## config.mk

```make
export PLATFORM = sky130hd
export DESIGN_NAME = hvn_ctrl
export DESIGN_NICKNAME = d
export VERILOG_FILES = /design/src/sv/hvn_pkg.sv /design/src/sv/hvn_ctrl.sv
export SDC_FILE = /design/constraint.sdc
export NUM_CORES = 1
export LEC_CHECK = 0
export ABC_AREA = 0
export BUFFER_PORTS_ARGS = -buffer_cell sky130_fd_sc_hd__buf_2
export CORE_AREA = 2 2 39 41
export CTS_CLUSTER_DIAMETER = 150
export DETAILED_ROUTE_END_ITERATION = 16
export DIE_AREA = 0 0 41 43
export PLACE_DENSITY = 0.73
export SLEW_MARGIN = 15
export SYNTH_ARGS = -nofsm -noshare
export SYNTH_HDL_FRONTEND = slang
export SYNTH_SLANG_ARGS = --single-unit
```

## constraint.sdc

```tcl
create_clock -name clk -period 1.5 [get_ports clk]
set_input_delay 0.225 -clock clk [delete_from_list [all_inputs] [get_ports clk]]
set_output_delay 0.225 -clock clk [all_outputs]
set_load 0.01 [all_outputs]
```

## src/sv/hvn_pkg.sv

```systemverilog
`timescale 1ns / 1ps
// ----------------------------------------------------------------------------
// hvn_pkg
// Shared types and constants for the heightmap vertex normal core.
// ----------------------------------------------------------------------------
package hvn_pkg;

  localparam int W_MAX   = 1024;
  localparam int R_MAX   = 4096;
  localparam int H_W     = 16;
  localparam int COL_W   = $clog2(W_MAX);
  localparam int ROW_W   = $clog2(R_MAX);
  localparam int GW_W    = 11;
  localparam int GR_W    = 13;
  localparam int CFG_W   = 13;
  localparam int SUM_W   = H_W + 3;
  localparam int SQ_W    = 2 * SUM_W - 2;
  localparam int LEN_W   = SQ_W + 2;
  localparam int ACC_W   = 74;
  localparam int Q_W     = 16;
  localparam int K_W     = 4;
  localparam int OUT_W   = 72;

  localparam logic [0:0] REG_GRID_WIDTH = 1'b0;
  localparam logic [0:0] REG_GRID_ROWS  = 1'b1;

  typedef enum logic [2:0] {
    ST_IDLE, ST_FETCH, ST_LOAD, ST_SUM, ST_SQUARE, ST_LENGTH, ST_ITER, ST_OUT
  } state_t;

  typedef struct packed {
    logic           accept;
    logic           fetch;
    logic           load;
    logic           sum;
    logic           square;
    logic           init;
    logic           step;
    logic [1:0]     sel;
    logic [K_W-1:0] k;
  } cmd_t;

  typedef struct packed {
    logic any;
    logic col_end;
    logic row_end;
  } status_t;

endpackage

```

## src/sv/hvn_ctrl.sv

```systemverilog
`timescale 1ns / 1ps
// ----------------------------------------------------------------------------
// hvn_ctrl
// Sequencer: one sample at a time, up to four vertex results per sample.
// ----------------------------------------------------------------------------
module hvn_ctrl (
  input  logic             clk,
  input  logic             rst,
  input  logic             s_tvalid,
  output logic             s_tready,
  output logic             m_tvalid,
  input  logic             m_tready,
  output logic             m_tlast,
  output hvn_pkg::cmd_t    cmd,
  input  hvn_pkg::status_t status
);
  import hvn_pkg::*;

  state_t         state, state_next;
  logic [1:0]     sel, sel_next;
  logic [K_W-1:0] k, k_next;
  logic           has_next;
  logic [1:0]     nxt;

  // The next vertex after the current one, if this sample releases more.
  always_comb begin
    has_next = 1'b0;
    nxt      = sel;
    if (sel == 2'd0 && status.col_end) begin
      has_next = 1'b1;
      nxt      = 2'd1;
    end else if ((sel == 2'd0 || sel == 2'd1) && status.row_end) begin
      has_next = 1'b1;
      nxt      = 2'd2;
    end else if (sel == 2'd2 && status.col_end && status.row_end) begin
      has_next = 1'b1;
      nxt      = 2'd3;
    end
  end

  always_ff @(posedge clk) begin
    if (rst) begin
      state <= ST_IDLE;
      sel   <= '0;
      k     <= '0;
    end else begin
      state <= state_next;
      sel   <= sel_next;
      k     <= k_next;
    end
  end

  always_comb begin
    state_next = state;
    sel_next   = sel;
    k_next     = k;
    case (state)
      ST_IDLE:   if (s_tvalid) state_next = ST_FETCH;
      ST_FETCH:  state_next = ST_LOAD;
      ST_LOAD: begin
        sel_next   = 2'd0;
        state_next = status.any ? ST_SUM : ST_IDLE;
      end
      ST_SUM:    state_next = ST_SQUARE;
      ST_SQUARE: state_next = ST_LENGTH;
      ST_LENGTH: begin
        k_next     = '1;
        state_next = ST_ITER;
      end
      ST_ITER: begin
        k_next = k - K_W'(1);
        if (k == '0) state_next = ST_OUT;
      end
      ST_OUT: begin
        if (m_tready) begin
          if (has_next) begin
            sel_next   = nxt;
            state_next = ST_SUM;
          end else begin
            state_next = ST_IDLE;
          end
        end
      end
      default:   state_next = ST_IDLE;
    endcase
  end

  always_comb begin
    cmd        = '0;
    cmd.sel    = sel;
    cmd.k      = k;
    s_tready   = 1'b0;
    m_tvalid   = 1'b0;
    m_tlast    = 1'b0;
    case (state)
      ST_IDLE: begin
        s_tready   = 1'b1;
        cmd.accept = s_tvalid;
      end
      ST_FETCH:  cmd.fetch  = 1'b1;
      ST_LOAD:   cmd.load   = 1'b1;
      ST_SUM:    cmd.sum    = 1'b1;
      ST_SQUARE: cmd.square = 1'b1;
      ST_LENGTH: cmd.init   = 1'b1;
      ST_ITER:   cmd.step   = 1'b1;
      ST_OUT: begin
        m_tvalid = 1'b1;
        m_tlast  = !has_next;
      end
      default: ;
    endcase
  end

`ifndef NO_ASSERTIONS
  a_accept_fetch: assert property (@(posedge clk) disable iff (rst)
    cmd.accept |=> state == ST_FETCH)
    else $error("accepted sample not followed by line store read");
  a_iter_end: assert property (@(posedge clk) disable iff (rst)
    (state == ST_ITER && k == '0) |=> state == ST_OUT)
    else $error("normalization did not finish after the last bit");
  a_out_hold: assert property (@(posedge clk) disable iff (rst)
    (m_tvalid && !m_tready) |=> (state == ST_OUT && $stable(sel)))
    else $error("stalled result changed vertex");
`endif

endmodule

```

* After elaboration in Yosys (flattened, before gate mapping)
Index checks and enable logic that the tools add are counted.
W data, S select, Z words.
** Word-level totals
- Flip-flop bits (word level) :: 9
- Input bits :: 7
- Output and inout bits :: 16
** Operators by class
- Reductions and logical operators :: 13
- Add/sub/neg operators :: 1
- Eq/ne operators :: 14
- Muxes and demuxes :: 26
** Operator list (count)
- $pmux W3 S8 :: 1
- $mux W2 :: 7
- $mux W1 :: 13
- $eq A3 B3 Y1 const B :: 4
- $mux W3 :: 3
- $ne A2 B2 Y1 const B :: 4
- $pmux W4 S2 :: 1
- $eq A3 B2 Y1 const B :: 2
- $logic_and A1 B1 Y1 :: 4
- $logic_not A4 Y1 :: 1
- $ne A4 B4 Y1 const B :: 1
- $pmux W2 S2 :: 1
- $reduce_and A4 Y1 :: 1
- $reduce_bool A2 Y1 :: 2
- $sub A4 B1 Y4 const B :: 1
- $eq A3 B1 Y1 const B :: 1
- $logic_not A3 Y1 :: 1
- $reduce_and A3 Y1 :: 1
- $eq A2 B1 Y1 const B :: 1
- $eq A2 B2 Y1 const B :: 1
- $logic_not A2 Y1 :: 1
- $logic_not A1 Y1 :: 1
- $logic_or A1 B1 Y1 :: 1

* Logic depth before layout (Yosys ltp)
Gate-level depths: netlist (run 1).
- Depth after elaboration :: 9
- Depth in mapped cells :: 4
- Gate-level depth less buffers :: 4

* Worst setup path after synthesis (run 1)
OpenSTA, ideal clock, no wires.
- Kind :: register to output
- Start :: register state[2]
- End :: output port cmd[12] (netlist name)
- Data arrival time :: 1029 ps
- Stages on the path, launching flop included :: 4
- Buffers on the path :: 1
- Path slack :: 246 ps
- Path through :: dfxtp_1 -> buf_6 -> nor3_1 -> and2_1
** RTL lines
- start: declaration :: RTL line hvn_ctrl.sv:19 : state_t state, state_next;
- start signal: assignment :: RTL line hvn_ctrl.sv:47 : state <= state_next;
- end: declaration :: RTL line hvn_ctrl.sv:14 : output hvn_pkg::cmd_t cmd,

==> flow_metrics.tcl, run 1 <==
set metrics [dict create \
    holdCritPathClass "input port to flip-flop" \
    synth.distinct_cells 35 \
    yosys.area.top_type "dfxtp_1" \
    max_freq_mhz 704 \
    status "finished, final reports clean" \
    core-area_um2 1380 \
    r2r_slack_ps 270 \
    maxCapViolations 0 \
    layout.cells.non_filler 106 \
    firstDrtPassIters 4 \
    ant_nets 0 \
    grt_pass1_wl_um 2040 \
    grt_max_degree 14 \
    critPathCaptureType "output pin" \
    r2r_start "state[2]$_SDFFE_PP0P_" \
    netlist_instances 66 \
    holdPathStages 2 \
    std_cell_rows 14 \
    wirelength_um 1300 \
    synth_edf_count 0 \
    synth.avg_cell_area_um2 8.80 \
    drt_iter0_markers 15 \
    worstPathMaxFanout 6 \
    antenna_found_initial 0 \
    cts_root_buf "clkbuf_4" \
    cts_hold_buf 0 \
    cts_buffer_depth 2 \
    slew_headroom 0.839 \
    remaining_drc_errors 0 \
    numCtsBuffers 3 \
    fillers 127 \
    grt_use_total 0.168 \
    hold_viol 0 \
    p_per_area_nw_per_um2 933 \
    r2r-end "state[0]$_SDFFE_PP0P_" \
    grt_pass1_vias 496 \
    die_h_um 43 \
    required_ps 1270 \
    ir_drop_mv 0.469 \
    finalWeightedCongestion 0.730 \
    areaGrowthSynthToFinish_pct 30.6 \
    hpwl_um 887 \
    synth_most_common_cell "dfxtp_1" \
    ys_top_cells_by_count "dfxtp_1 (9), nor3_1 (7), a211oi_1 (4), inv_1 (4), nor2_1 (4)" \
    synth.net_count 74 \
    ys.flop_type "dfxtp_1" \
    start_util 0.420 \
    syn-cell-area_um2 581 \
    power_frac_seq 0.440 \
    htreeDepth 1 \
    clock_latency_ps 260 \
    hold_start "rst" \
    clock_skew_ps 4.74 \
    pin_count 23 \
    yosysWarnings 0 \
    async_flop_share 0 \
    wl_per_cell_um 12.3 \
    nets 99 \
    via_count 584 \
    place_inst 99 \
    clkPwrFrac 0.275 \
    rr_worst_depth 4 \
    synth_seq_area_share 0.310 \
    start_kind "flip-flop" \
    antennaDiodeCount 0 \
    p_int_w 0.000472 \
    p_switching_w 0.000235 \
    yosysTopAreaCellShare 0.310 \
    maxSlewViolCount 0 \
    cts_tree "built" \
    sw_frac_of_total 0.332 \
    multi_input_area_um2 360 \
    clock-sinks 9 \
    die_w_um 41 \
    tightest_slew_ps 240 \
    period_minus_slack_ps 1420 \
    critPathKind "flip-flop to output pin" \
    ys_ff_latch 9 \
    arrival_ps 1200 \
    combPwrFrac 0.285 \
    drive_gt1_frac 0.533 \
    setup_viol 0 \
    p_leak_nw 0.335 \
    register_area_um2 196 \
    dieArea_um2 1760 \
    finalPower_w 0.000707 \
    numPortBuffers 22 \
    finalCritPeriodShare 0.947 \
    path_clk_slew_ps 70 \
    min_to "sel[0]$_SDFFE_PP0P_" \
    synth_area_leaders "dfxtp_1 (31%), nor3_1 (6.0%), buf_6 (5.8%), a211oi_1 (5.2%), a311oi_2 (2.6%)" \
    routed_via_density 5.51 \
    overflow 0 \
]
==> critical path: stages (launching register included) <==
cell and delay (ps):
dfxtp_4 360, buf_4 140, nor3b_2 260, buf_2 180
==> flip-flops by register name (all words and copies together), names as in the netlist <==
register / count
k: 4
sel: 2
state: 3
==> cells in the final DEF (no fill, tap or decap), types with 2 or more instances in the layout <==
| cell type | n |
|---|---|
| dfxtp_1 | 4 |
| nor2_1 | 4 |
| clkbuf_4 | 3 |
| inv_1 | 3 |
| nor3_1 | 6 |
| buf_2 | 22 |
| a211oi_1 | 4 |
| dfxtp_4 | 4 |
| and3b_2 | 2 |
| a21oi_1 | 2 |
| nand2_1 | 2 |
| nand2b_1 | 2 |
| buf_4 | 4 |
==> cell type report <==
cell class	count	share of cell area
clock buffers	4	0.0347
inverters	4	0.0198
multi-input cells	47	0.475
flip-flops and latches	9	0.259
well taps	16	0.0264
repair buffers	26	0.185
==> metrics by stage <==
step,utilization,setup TNS [ps],instance area (um2),hold slack (ps),setup slack (ps)
after floorplan,-,0,581,442,246
after CTS,0.519,0,718,247,8.66
final,0.548,0,758,254,79.0
after global routing,0.548,-4.11,758,281,-4.11
after global placement,0.482,0,667,513,181
after detailed placement,0.482,0,667,532,142
==> worst max-delay path by stage <==
| stage | startpoint | endpoint | slack [ps] | cells past startpoint |
|---|---|---|---|---|
| after floorplan | state[2]$_SDFFE_PP0P_ | cmd[12] | 250 | 3 |
| after global placement | state[2]$_SDFFE_PP0P_ | state[0]$_SDFFE_PP0P_ | 180 | 4 |
| after detailed placement | state[1]$_SDFFE_PP0P_ | k[2]$_SDFFE_PP0P_ | 140 | 3 |
| after CTS | sel[0]$_SDFFE_PP0P_ | m_tlast | 9 | 4 |
| after global routing | sel[0]$_SDFFE_PP0P_ | m_tlast | -4 | 4 |
| final | state[2]$_SDFFE_PP0P_ | cmd[10] | 80 | 3 |
==> logic make-up (layout without fill, tap and decap cells) <==
kind of cell,Yosys count,after routing,synth area share
simple gates,29,29,0.310
compound gates,16,16,0.226
buf+inv,10,34,0.114
flops,9,9,0.310
fa+ha+maj,2,2,0.0388
==> metal layers <==
metal,part of all wire,global-route usage,vias up
met1,0.46,0.223,266
met3,0.072,0.0471,2
li1,-,-,291
met2,0.45,0.241,25
met4,0.013,0.0800,0
met5,0,0,-
==> timing repair <==
item / in CTS / in global routing
setup buffers: 1 / 2
endpoints found under the setup margin: 4 / 2
pin swaps: 0 / 2
gates resized for setup: 8 / 9
gates cloned: 0 / 0
==> power groups by stage <==
stage	Sequential (W)	Clock, W	Combinational [W]
2_1_floorplan	0.000281	0	0.000156
3_3_place_gp	0.000305	0	0.000175
3_5_place_dp	0.000308	0	0.000176
4_1_cts	0.000309	0.000201	0.000182
5_1_grt	0.000318	0.000219	0.000222
6_report	0.000311	0.000195	0.000202
(Power assumes the default switching activity.)
==> inputs of run 2 (changes only) <==
==> constraint.sdc (replaced) <==
create_clock -name clk -period 1.5 [get_ports clk]
set_input_delay 0.45 -clock clk [delete_from_list [all_inputs] [get_ports clk]]
set_output_delay 0.45 -clock clk [all_outputs]
set_load 0.01 [all_outputs]
==> run 2 against run 1 <==
  * Non-clock buffer count rose by 16
  * The run now ends with setup timing left
  * Register-to-register slack worse by 250 ps
  * Critical path depth is 1 higher
  * Power rose by 23%
  * Die area did not move
  * Largest power group is now combinational logic
  * Final area is 26% higher
  * Fmax fell by 13%
  * Via count increased by 18%
  * Clock power decreased by 5%
  * Critical path type unchanged
  * Flip-flop and latch count unchanged
  * First-iteration DRC count decreased by 13%
  * Global-route usage grew 4.9 points
==> flow_metrics.tcl, run 2 (same netlist as run 1, synthesis figures left out) <==
set metrics [dict create \
    utilization 0.693 \
    required_ps 1050 \
    htreeDepth 1 \
    clock_latency_ps 260 \
    r2r_start "state[0]$_SDFFE_PP0P_" \
    drt_iter0_markers 13 \
    slew_headroom 0.847 \
    start_kind "flip-flop" \
    r2r-end "sel[0]$_SDFFE_PP0P_" \
    routed_via_density 5.64 \
    path_clk_slew_ps 60 \
    place_area_um2 738 \
    final.setup.worst_slack_ps -142 \
    dieArea_um2 1760 \
    antennaDiodeCount 0 \
    nets 115 \
    period_minus_slack_ps 1640 \
    firstDrtPassIters 4 \
    rsz0062_at_grt "yes" \
    holdCritPathClass "input port to flip-flop" \
    setup_viol 7 \
    grt_pass1_wl_um 2660 \
    wirelength_um 1820 \
    hold_viol 0 \
    reg.largest.list "k (4), state (3), sel (2)" \
    cts_buffer_depth 2 \
    cts_tree "built" \
    critPathCaptureType "output pin" \
    maxCapViolations 0 \
    grt_pass1_vias 626 \
    ir_drop_mv 0.389 \
    std_cell_rows 14 \
    fillers 112 \
    worstPathMaxFanout 2 \
    clock-sinks 9 \
    design_area_um2 958 \
    arrival_ps 1190 \
    p_per_area_nw_per_um2 906 \
    min_to "k[1]$_SDFFE_PP0P_" \
    via_count 688 \
    numCtsBuffers 3 \
    multi_input_area_um2 402 \
    critPathKind "flip-flop to output pin" \
    die_w_um 41 \
    start_util 0.420 \
    slowest_stage "dfxtp_2" \
    ant_nets 0 \
    rr_worst_depth 6 \
    holdPathStages 2 \
    r2r_slack_ps 20 \
    pre_cts_slack_ps -186 \
    hpwl_um 1080 \
    antenna_found_initial 0 \
    max_freq_mhz 609 \
    tightest_slew_ps 228 \
    clock_skew_ps 4.95 \
    drive_gt1_frac 0.651 \
    pin_count 23 \
    status "complete, but fails checks" \
    grt_use_total 0.217 \
    register_area_um2 194 \
    finalWeightedCongestion 0.729 \
    overflow 0 \
    slowest_delay_ps 360 \
    largest_reg_flops 4 \
    areaGrowthSynthToFinish_pct 65.1 \
    grt_max_degree 12 \
    failed_checks "setup timing" \
    layout_common_cells "buf_2 (19), buf_4 (14), buf_6 (9)" \
    cp_top_family "flip-flops" \
    core-area_um2 1380 \
    p_leak_nw 0.437 \
    remaining_drc_errors 0 \
    wl_per_cell_um 14.9 \
    die_h_um 43 \
    largest_register "k" \
    layout_commonest_cell "buf_2" \
    hold_start "rst" \
    crit_buf_inv 1 \
    maxSlewViolCount 0 \
    cts_root_buf "clkbuf_4" \
    finalCritPeriodShare 1.09 \
    path_cells "nor2b_4 -> maj3_2 -> nor2b_2 -> buf_2" \
    numPortBuffers 22 \
]
-- run 2: where the power goes --
part / leakage, nW / switching (W) / internal [W] / total (W)
Sequential: 0.0761 / 0.0000490 / 0.000265 / 0.000314
Combinational: 0.346 / 0.000151 / 0.000218 / 0.000368
Clock: 0.0150 / 0.0000837 / 0.000102 / 0.000186
-- run 2: final cells by class --
| type | count | area share |
|---|---|---|
| clock buffer | 4 | 0.0274 |
| tap | 16 | 0.0209 |
| timing repair buffer | 42 | 0.315 |
| sequential | 9 | 0.202 |
| multi-input combinational | 47 | 0.419 |
| inverter | 4 | 0.0157 |
-- run 2: routing by layer --
layer	track usage	vias up	share of wire	routed length [um]
met2	0.363	33	0.54	979
met1	0.272	331	0.39	703
met4	0.0800	0	0	0
met5	0	-	0	0
li1	-	324	-	-
met3	0.0209	0	0.075	136
-- run 2: what timing repair did --
action,4_1_cts,5_1_grt
setup endpoints to repair,10,11
endpoints found under the hold margin,0,0
gates resized for setup,20,16
pin swaps,1,7
hold buffers,0,0
buffers inserted,4,7
-- run 2: how the worst max path moves through the flow --
stage	cells past startpoint	slack [ps]	to	from
after floorplan	3	20	m_tlast	status[1]
after global placement	5	-160	m_tlast	status[1]
after detailed placement	5	-190	m_tlast	status[1]
after CTS	4	-140	m_tlast	sel[0]$_SDFFE_PP0P_
after global routing	4	-180	m_tlast	sel[0]$_SDFFE_PP0P_
final	4	-140	m_tlast	sel[0]$_SDFFE_PP0P_
-- run 2: stage by stage --
| stage | total power (W) | instances | hold WS, ps | TNS [ps] |
|---|---|---|---|---|
| 6_report | 0.000868 | 122 | 511 | -449 |
| 5_1_grt | 0.000909 | 122 | 523 | -798 |
| 4_1_cts | 0.000744 | 116 | 496 | -189 |
| 3_5_place_dp | 0.000519 | 108 | 517 | -186 |
| 3_3_place_gp | 0.000508 | 108 | 506 | -163 |
| 2_1_floorplan | 0.000438 | 66 | 545 | 0 |
